File: src/rtl/sst_pkg.sv
package sst_pkg;

   // Fixed field widths of the request and response words.
   localparam int ACTION_W    = 2;
   localparam int STATUS_W    = 2;
   localparam int KEY_W       = 64;
   localparam int OWNER_W     = 32;
   localparam int IDX_W       = 4;
   localparam int CNT_OUT_W   = 5;
   localparam int LIMIT_W     = 5;
   localparam int REQ_DATA_W  = 96;
   localparam int RSP_DATA_W  = 16;
   localparam int RSP_PAD_W   = RSP_DATA_W - IDX_W - 2 * CNT_OUT_W;

   localparam logic [LIMIT_W-1:0] LIMIT_RESET = 5'd16;

   // Request kinds carried on req_tuser.
   typedef enum logic [ACTION_W-1:0] {
      ACT_CREATE       = 2'd0,
      ACT_VALIDATE     = 2'd1,
      ACT_REMOVE       = 2'd2,
      ACT_REMOVE_OWNER = 2'd3
   } action_type;

   // Response codes carried on rsp_tuser.
   typedef enum logic [STATUS_W-1:0] {
      RSP_OK        = 2'd0,
      RSP_FULL      = 2'd1,
      RSP_NOT_FOUND = 2'd2
   } status_type;

   // Controller states.
   typedef enum logic [1:0] {
      S_IDLE,
      S_MATCH,
      S_APPLY
   } state_type;

   // Commands from the controller to the datapath.
   typedef struct packed {
      logic load;
      logic match;
      logic apply;
   } cmd_type;

endpackage

File: src/rtl/sst_ctrl.sv
module sst_ctrl
   import sst_pkg::*;
(
   input  logic    clock,
   input  logic    reset,
   input  logic    req_tvalid,
   output logic    req_tready,
   output logic    rsp_tvalid,
   input  logic    rsp_tready,
   output cmd_type cmd
);

   state_type state_ff, state_in;
   logic      rsp_valid_ff, rsp_valid_in;
   logic      out_free;

   // The output register can take a new word when empty or being drained.
   assign out_free = !rsp_valid_ff || rsp_tready;

   // Next state.
   always_comb begin
      state_in = state_ff;
      unique case (state_ff)
         S_IDLE: begin
            if (req_tvalid) state_in = S_MATCH;
         end
         S_MATCH: begin
            state_in = S_APPLY;
         end
         S_APPLY: begin
            if (out_free) state_in = S_IDLE;
         end
         default: state_in = S_IDLE;
      endcase
   end

   // Outputs and commands.
   always_comb begin
      req_tready = 1'b0;
      cmd        = '0;
      unique case (state_ff)
         S_IDLE: begin
            req_tready = 1'b1;
            cmd.load   = req_tvalid;
         end
         S_MATCH: begin
            cmd.match = 1'b1;
         end
         S_APPLY: begin
            cmd.apply = out_free;
         end
         default: ;
      endcase
   end

   // Response valid flag.
   always_comb begin
      rsp_valid_in = rsp_valid_ff;
      if (cmd.apply) begin
         rsp_valid_in = 1'b1;
      end else if (rsp_tready) begin
         rsp_valid_in = 1'b0;
      end
   end

   always_ff @(posedge clock) begin
      if (reset) begin
         state_ff     <= S_IDLE;
         rsp_valid_ff <= 1'b0;
      end else begin
         state_ff     <= state_in;
         rsp_valid_ff <= rsp_valid_in;
      end
   end

   assign rsp_tvalid = rsp_valid_ff;

   // A new response word appears only out of the apply step.
   a_rsp_from_apply: assert property (@(posedge clock) disable iff (reset)
      $rose(rsp_valid_ff) |-> $past(state_ff == S_APPLY))
      else $error("response raised outside apply step");

   // An accepted request is always followed by the match step.
   a_accept_match: assert property (@(posedge clock) disable iff (reset)
      (req_tvalid && req_tready) |=> (state_ff == S_MATCH))
      else $error("accepted request did not enter match step");

   // A result never overwrites a word that is still held.
   a_no_overwrite: assert property (@(posedge clock) disable iff (reset)
      cmd.apply |-> (!rsp_valid_ff || rsp_tready))
      else $error("apply while response word is stalled");

endmodule

File: src/rtl/sst_datapath.sv
module sst_datapath
   import sst_pkg::*;
#(
   parameter int SLOTS      = 16,
   parameter int KEY_BITS   = 64,
   parameter int OWNER_BITS = 32
) (
   input  logic                  clock,
   input  logic                  reset,
   input  cmd_type               cmd,
   input  logic [REQ_DATA_W-1:0] req_tdata,
   input  logic [ACTION_W-1:0]   req_tuser,
   input  logic                  csr_valid,
   input  logic [LIMIT_W-1:0]    csr_data,
   output logic [RSP_DATA_W-1:0] rsp_tdata,
   output logic [STATUS_W-1:0]   rsp_tuser
);

   localparam int SIDX_W   = (SLOTS > 1) ? $clog2(SLOTS) : 1;
   localparam int CNT_W    = $clog2(SLOTS + 1);
   localparam int CMP_W    = ((CNT_W > LIMIT_W) ? CNT_W : LIMIT_W) + 1;
   localparam int OWN_TAKE = (OWNER_BITS < OWNER_W) ? OWNER_BITS : OWNER_W;

   // Slot storage and table state.
   logic [SLOTS-1:0]      valid_ff, valid_in;
   logic [KEY_BITS-1:0]   key_mem_ff [SLOTS];
   logic [OWNER_BITS-1:0] own_mem_ff [SLOTS];
   logic [CNT_W-1:0]      count_ff, count_in;
   logic [LIMIT_W-1:0]    limit_ff;

   // Request capture.
   action_type            act_ff;
   logic [KEY_BITS-1:0]   key_ff;
   logic [OWNER_BITS-1:0] own_ff;

   // Match results.
   logic [SLOTS-1:0] key_hit_ff, key_hit_in;
   logic [SLOTS-1:0] own_hit_ff, own_hit_in;
   logic [SLOTS-1:0] free_ff, free_in;
   logic             room_ff, room_in;
   logic [CMP_W-1:0] lim_eff;

   // Apply step.
   logic [SIDX_W-1:0] free_idx, key_idx, own_idx, res_idx;
   logic [CNT_W-1:0]  own_cnt, res_freed;
   status_type        res_status;
   logic              wr_en;

   // Response register.
   logic [RSP_DATA_W-1:0] rsp_data_ff;
   status_type            rsp_status_ff;

   // Capture the request word.
   always_ff @(posedge clock) begin
      if (cmd.load) begin
         act_ff <= action_type'(req_tuser);
         key_ff <= req_tdata[KEY_BITS-1:0];
         own_ff <= OWNER_BITS'(req_tdata[KEY_W +: OWN_TAKE]);
      end
   end

   // Limit register; a limit above the table size acts as the table size.
   always_ff @(posedge clock) begin
      if (reset) begin
         limit_ff <= LIMIT_RESET;
      end else if (csr_valid) begin
         limit_ff <= csr_data;
      end
   end

   assign lim_eff = (CMP_W'(limit_ff) > CMP_W'(SLOTS)) ? CMP_W'(SLOTS) : CMP_W'(limit_ff);

   // Compare every slot below the limit against the request in parallel.
   always_comb begin
      for (int i = 0; i < SLOTS; i++) begin
         key_hit_in[i] = valid_ff[i] && (CMP_W'(i) < lim_eff) && (key_mem_ff[i] == key_ff);
         own_hit_in[i] = valid_ff[i] && (CMP_W'(i) < lim_eff) && (own_mem_ff[i] == own_ff);
         free_in[i]    = !valid_ff[i] && (CMP_W'(i) < lim_eff);
      end
      room_in = CMP_W'(count_ff) < lim_eff;
   end

   always_ff @(posedge clock) begin
      if (cmd.match) begin
         key_hit_ff <= key_hit_in;
         own_hit_ff <= own_hit_in;
         free_ff    <= free_in;
         room_ff    <= room_in;
      end
   end

   // Lowest set bit of each match vector, and the owner match count.
   always_comb begin
      free_idx = '0;
      key_idx  = '0;
      own_idx  = '0;
      own_cnt  = '0;
      for (int i = SLOTS - 1; i >= 0; i--) begin
         if (free_ff[i])    free_idx = SIDX_W'(i);
         if (key_hit_ff[i]) key_idx  = SIDX_W'(i);
         if (own_hit_ff[i]) own_idx  = SIDX_W'(i);
      end
      for (int i = 0; i < SLOTS; i++) begin
         own_cnt = own_cnt + CNT_W'(own_hit_ff[i]);
      end
   end

   // Work out the table update and the response for the request.
   always_comb begin
      valid_in   = valid_ff;
      count_in   = count_ff;
      res_status = RSP_OK;
      res_idx    = '0;
      res_freed  = '0;
      wr_en      = 1'b0;
      case (act_ff)
         ACT_CREATE: begin
            if (room_ff && (|free_ff)) begin
               valid_in[free_idx] = 1'b1;
               wr_en              = 1'b1;
               res_idx            = free_idx;
               count_in           = count_ff + CNT_W'(1);
            end else begin
               res_status = RSP_FULL;
            end
         end
         ACT_VALIDATE: begin
            if (|key_hit_ff) begin
               res_idx = key_idx;
            end else begin
               res_status = RSP_NOT_FOUND;
            end
         end
         ACT_REMOVE: begin
            if (|key_hit_ff) begin
               valid_in[key_idx] = 1'b0;
               res_idx           = key_idx;
               res_freed         = CNT_W'(1);
               count_in          = (count_ff == '0) ? '0 : count_ff - CNT_W'(1);
            end else begin
               res_status = RSP_NOT_FOUND;
            end
         end
         ACT_REMOVE_OWNER: begin
            valid_in  = valid_ff & ~own_hit_ff;
            res_idx   = own_idx;
            res_freed = own_cnt;
            count_in  = (count_ff >= own_cnt) ? count_ff - own_cnt : '0;
         end
         default: ;
      endcase
   end

   // Table state update.
   always_ff @(posedge clock) begin
      if (reset) begin
         valid_ff <= '0;
         count_ff <= '0;
      end else if (cmd.apply) begin
         valid_ff <= valid_in;
         count_ff <= count_in;
      end
   end

   // Key and owner are written into the allocated slot.
   always_ff @(posedge clock) begin
      if (cmd.apply && wr_en) begin
         key_mem_ff[free_idx] <= key_ff;
         own_mem_ff[free_idx] <= own_ff;
      end
   end

   // Response word: index, freed count and live count, status on the side.
   always_ff @(posedge clock) begin
      if (cmd.apply) begin
         rsp_data_ff   <= {RSP_PAD_W'(0), CNT_OUT_W'(count_in), CNT_OUT_W'(res_freed),
                           IDX_W'(res_idx)};
         rsp_status_ff <= res_status;
      end
   end

   assign rsp_tdata = rsp_data_ff;
   assign rsp_tuser = rsp_status_ff;

   // The live count tracks the number of valid slots.
   a_count_matches: assert property (@(posedge clock) disable iff (reset)
      $countones(valid_ff) == int'(count_ff))
      else $error("live count differs from valid slots");

   // The live count never goes past the table size.
   a_count_bound: assert property (@(posedge clock) disable iff (reset)
      int'(count_ff) <= SLOTS)
      else $error("live count above table size");

   // A captured match never marks a slot both free and holding the key.
   a_hit_free_excl: assert property (@(posedge clock) disable iff (reset)
      $past(cmd.match) |-> ((key_hit_ff & free_ff) == '0))
      else $error("slot both free and matched");

endmodule

File: src/rtl/session_slot_table_top.sv
// Session slot table.
// Requests enter on the req_ channel: req_tuser carries the action (create,
// validate, remove by key, remove all of an owner), req_tdata the session key
// and owner id. Every request yields exactly one word on the rsp_ channel:
// rsp_tuser carries the status, rsp_tdata the slot index, freed count and
// live count after the request.
// The csr_ channel writes the slot limit; it is always ready. The user must
// write it only while no request is in flight; the block itself does not enforce this.
// A request passes through capture, a parallel compare of all slots into
// registered hit vectors, and a priority-encoded update of the table together
// with the response load into the output register.
// One request is in flight at a time: a new request is not accepted until
// the update of the previous one has been made.
// The response sits in an output register; while the receiver stalls, the
// next request is still accepted and compared, and its update waits until
// the held word is taken.
// Reset (synchronous) empties the table, clears the live count and sets the
// slot limit to sixteen; no clearing pass is needed.
module session_slot_table_top
   import sst_pkg::*;
#(
   parameter int SLOTS      = 16,
   parameter int KEY_BITS   = 64,
   parameter int OWNER_BITS = 32
) (
   input  logic                  clock,
   input  logic                  reset,
   input  logic                  req_tvalid,
   output logic                  req_tready,
   input  logic [REQ_DATA_W-1:0] req_tdata,   // session_key[63:0], owner_id[95:64]
   input  logic [ACTION_W-1:0]   req_tuser,   // action[1:0]
   output logic                  rsp_tvalid,
   input  logic                  rsp_tready,
   output logic [RSP_DATA_W-1:0] rsp_tdata,   // slot_index[3:0], freed_count[8:4],
                                              // live_count[13:9], zero[15:14]
   output logic [STATUS_W-1:0]   rsp_tuser,   // status[1:0]
   input  logic                  csr_valid,
   output logic                  csr_ready,
   input  logic [LIMIT_W-1:0]    csr_data
);

   cmd_type cmd;

   assign csr_ready = 1'b1;

   sst_ctrl u_ctrl (
      .clock      (clock),
      .reset      (reset),
      .req_tvalid (req_tvalid),
      .req_tready (req_tready),
      .rsp_tvalid (rsp_tvalid),
      .rsp_tready (rsp_tready),
      .cmd        (cmd)
   );

   sst_datapath #(
      .SLOTS      (SLOTS),
      .KEY_BITS   (KEY_BITS),
      .OWNER_BITS (OWNER_BITS)
   ) u_datapath (
      .clock     (clock),
      .reset     (reset),
      .cmd       (cmd),
      .req_tdata (req_tdata),
      .req_tuser (req_tuser),
      .csr_valid (csr_valid),
      .csr_data  (csr_data),
      .rsp_tdata (rsp_tdata),
      .rsp_tuser (rsp_tuser)
   );

endmodule

File: config.mk
export PLATFORM = sky130hd
export DESIGN_NAME = session_slot_table_top
export DESIGN_NICKNAME = d
export VERILOG_FILES = /design/src/rtl/sst_pkg.sv /design/src/rtl/sst_ctrl.sv /design/src/rtl/sst_datapath.sv /design/src/rtl/session_slot_table_top.sv
export SDC_FILE = /design/constraint.sdc
export NUM_CORES = 2
export LEC_CHECK = 0
export ABC_AREA = 1
export ABC_CLOCK_PERIOD_IN_PS = 11500
export BUFFER_PORTS_ARGS = -buffer_cell sky130_fd_sc_hd__buf_4
export CORE_ASPECT_RATIO = 0.75
export CORE_MARGIN = 1.5
export CORE_UTILIZATION = 36
export DETAILED_ROUTE_END_ITERATION = 10
export RECOVER_POWER = 25
export SLEW_MARGIN = 20
export SYNTH_ARGS = -nofsm -noshare
export SYNTH_HDL_FRONTEND = slang
export SYNTH_SLANG_ARGS = --single-unit
File: constraint.sdc
create_clock -name clock -period 11.5 [get_ports clock]
set_input_delay 1.15 -clock clock [delete_from_list [all_inputs] [get_ports clock]]
set_output_delay 1.15 -clock clock [all_outputs]
set_load 0.05 [all_outputs]
==> results.tsv <==
stage	metric	value	unit
clock_tree	Clock Path Buffers	3	
route	Avg WL per Cell	28.1	µm
power	Gate power share	8.1	%
sta	Max Clock Freq	178	MHz
cells_and_area	Fillers	18644	
worst_setup_path	critical path, cell by cell	ha_1 > inv_1 > fa_1 > inv_1 > fa_1 > fa_1 > inv_1 > fa_1 > fa_1 > fa_1 > xor2_1 > ha_1 > a21oi_1 > nand2_1 > nand2_1 > nand3b_1 > a21oi_1 > nor2_1 > nand3_1 > nand2_1 > nor3_1 > a21oi_1	
sta	max-slew violations	1152	
worst_setup_path	Setup CP Type	reg2reg	
power	Internal Pwr Total	10400	µW
die	Die X-Extent	527	µm
worst_hold_path	Hold Path Class	in2reg	
sta	Slew @ Worst Pin	3.18	ns
sta	RSZ-0062 raised after global routing	false	
clock_tree	Clock Latency Late Sink	0.82	ns
clock_tree	post-CTS setup buffers	0	
clock_tree	TritonCTS Sinks	1728	
power	clock network power share	40.7	%
route	Routed WL	238000	µm
sta	setup_tns	0	ns
logic_synthesis	register area share after synthesis	69.5	%
die	Top Ports	129	
clock_tree	CTS tree	yes	
global_routing	first-pass GRT wire length	332000	µm
logic_synthesis	Synth Warn #	0	
die	Core ar.	205000	µm²
global_routing	Total GRT Usage	22.4	%
sta	Rel. slew slack	-112	%
worst_setup_path	CP max stage delay	0.51	ns
placed_design	GPL Wtd Cong	0.952	
logic_synthesis	post-synth top area share	68.7	%
worst_setup_path	Worst Path Buf+Inv	3	
global_routing	GRT met1 Usage	34.0	%
worst_setup_path	most frequent cell on the critical path	fa_1	
route	post-route ant nets	0	
cells_and_area	most frequent cells in the layout	edfxtp_1, xnor2_1, nand2_1, xor2_1, inv_1	
power	Cell Pwr Density	163	nW/µm²
sta	Tmin final	5.63	ns
sta	clk_skew	0.0476	ns
global_routing	largest net degree at the start of global routing	66	
cells_and_area	non-filler instance count after layout	8483	
power	Sequential Power Share	51.2	%
die	Die ar.	209000	µm²
logic_synthesis	Post-synth EDFFs	1699	
route	vias per inst	5.49	
worst_setup_path	Worst Path Required	12.04	ns
clock_tree	Gates resized, CTS repair	0	
placed_design	input/output buffers	125	
sta	Final setup viols	0	
worst_setup_path	delay-heaviest family, CP	adder cells	
global_routing	vias in the first global route	43798	
global_routing	antenna violations before repair	26	
clock_tree	clk slew on worst S/H paths	0.06	ns
sta	count of final hold-check violations	0	
worst_setup_path	CP max stage cell	fa_1	
logic_synthesis	post-synth top area cell	edfxtp_1	
placed_design	placed insts	8156	
worst_setup_path	critical path fanouts, max	5	
run_status	failing checks	capacitance limit, slew limit	
die	Die H	396	µm
logic_synthesis	Mapped Avg Cell Area	13.9	µm²
route	Vias	46566	
cells_and_area	area delta synth->final	13.3	%
clock_tree	Num CTS Buffers	176	
die	num rows	144	
power	Leak	0.0271	µW
logic_synthesis	Synth async-reset ratio	0	%
clock_tree	hold_buf cts	0	
logic_synthesis	ys flop type	edfxtp_1	
sta	part of the cycle the worst path needs	48.9	%
power	switching share of power	24.3	%
route	Starting DRT DRC Count	7217	
cells_and_area	fin nets	5773	
logic_synthesis	Post-Syn Area	74300	µm²
power	Psw	3340	µW
worst_setup_path	Startpoint Class	flip-flop	
worst_setup_path	crit path DAT	6.17	ns
placed_design	DPL Wire Length	153000	µm
flow_run	MaxCap Viol Count	47	
global_routing	total congestion overflow	0	
clock_tree	root buf cell	clkbuf_16	
global_routing	met3 GRT Util	5.71	%
cells_and_area	most common cell after layout, fill and taps aside	edfxtp_1	
global_routing	GRT met2 Usage	31.7	%
global_routing	gr busiest metal	met1	
die	Starting Density	36.2	%
clock_tree	H-tree levels	4	
worst_setup_path	Crit. End Element	flip-flop	
route	DR pass1 iterations	7	
logic_synthesis	Synth Register Bits	1728	
run_status	status	finished, violations left	
route	Remaining DRCs	0	
logic_synthesis	synth top area cells	edfxtp_1, xnor2_1, nand2_1, xor2_1, nand4_1	
logic_synthesis	synth unique cells	76	
power	maximum VDD drop	0.167	mV
logic_synthesis	Cells after Synth	5339	
cells_and_area	fraction of layout cells with a size suffix above 1	13.2	%
area by class of cell:
| type | instances | area [µm²] | area share, % |
|---|---|---|---|
| Antenna cell | 6 | 15.0 | 0.0178 |
| Clock buffer | 216 | 4550 | 5.41 |
| Clock inverter | 104 | 948 | 1.13 |
| Inverter | 280 | 1070 | 1.27 |
| Multi-Input combinational cell | 3122 | 20500 | 24.4 |
| Sequential cell | 1728 | 51600 | 61.3 |
| Tap cell | 2701 | 3380 | 4.02 |
| Timing Repair Buffer | 326 | 2050 | 2.44 |
logic make-up after synthesis:
kind of cell	share of synthesized area, %
AND/OR/NAND/NOR	10.7
flip-flops	69.5
multiplexers	0.0152
buffers and inverters	3.13
AO/OA/AOI/OAI	5.51
XOR/XNOR	10.5
other	0.0101
adder cells (fa/ha/maj)	0.634
sequential cells by signal, summed over array words and instances (netlist names), 2 cells and up:
register / cells
u_datapath.rsp_tdata: 14
u_datapath.act_ff: 2
u_datapath.own_hit_ff: 16
u_datapath.key_mem_ff: 1024
u_datapath.count_ff: 5
u_ctrl.state_ff: 2
u_datapath.key_ff: 64
u_datapath.own_mem_ff: 512
u_datapath.free_ff: 16
u_datapath.own_ff: 32
u_datapath.rsp_tuser: 2
u_datapath.valid_ff: 16
u_datapath.key_hit_ff: 16
u_datapath.limit_ff: 5
cells in the mapped netlist (all sizes together), types with 2 or more instances:
cell type	instances
a211o	2
fa	11
a31oi	4
a21oi	80
clkinv	3
dfxtp	29
inv	277
xnor2	650
nand4	201
conb	2
edfxtp	1699
a2111oi	5
o211ai	10
o221ai	6
a211oi	8
and2	3
o2111ai	13
nor3	27
nor3b	2
nor4	152
or4	2
ha	20
buf	187
xor2	242
o21ai	193
o31ai	2
nor4b	42
a22o	47
a221o	11
nand3b	3
clkbuf	23
and3	4
or2	205
nor2	215
nand2	652
a221oi	93
nand3	76
or3b	3
o22ai	107
a22oi	20
per-stage QoR:
stage          setup WS [ns]  cell area [µm²]  power, µW  util, %  hold WS, ns
3_3_place_gp            5.86            79000       8240     38.5        0.479
6_report                5.87            84100      13700     41.0        0.506
2_1_floorplan           3.02            74300       7760        -        0.444
3_5_place_dp            5.92            79000       8250     38.5        0.490
5_1_grt                 5.65            84100      14100     41.0        0.472
4_1_cts                 5.92            84500      13800     41.2        0.432
worst paths after layout:
| check | start | end | slack (ns) | depth (start not counted) |
|---|---|---|---|---|
| max | u_datapath.own_hit_ff[0] | u_datapath.rsp_tdata[12] | 5.87 | 22 |
| min | req_tdata[52] | u_datapath.key_ff[52] | 0.51 | 1 |
| max reg2reg | u_datapath.own_hit_ff[0] | u_datapath.rsp_tdata[12] | 5.87 | 22 |
| min reg2reg | u_ctrl.state_ff[1] | u_ctrl.state_ff[0] | 0.51 | 1 |
metal layers:
metal  vias to the layer above  wire, µm
met1                     23542    106000
met5                         -       134
met3                       350     28400
met4                        20      5510
met2                      2555     97800
li1                      20099         -
power groups by stage:
stage / registers, µW / clock network [µW] / logic, µW
global route: 7010 / 5900 / 1180
finish: 7010 / 5580 / 1110
global placement: 7140 / 0 / 1100
detailed placement: 7140 / 0 / 1110
CTS: 7010 / 5660 / 1110
floorplan: 7190 / 0 / 577
Power figures use the tool's default switching activity.
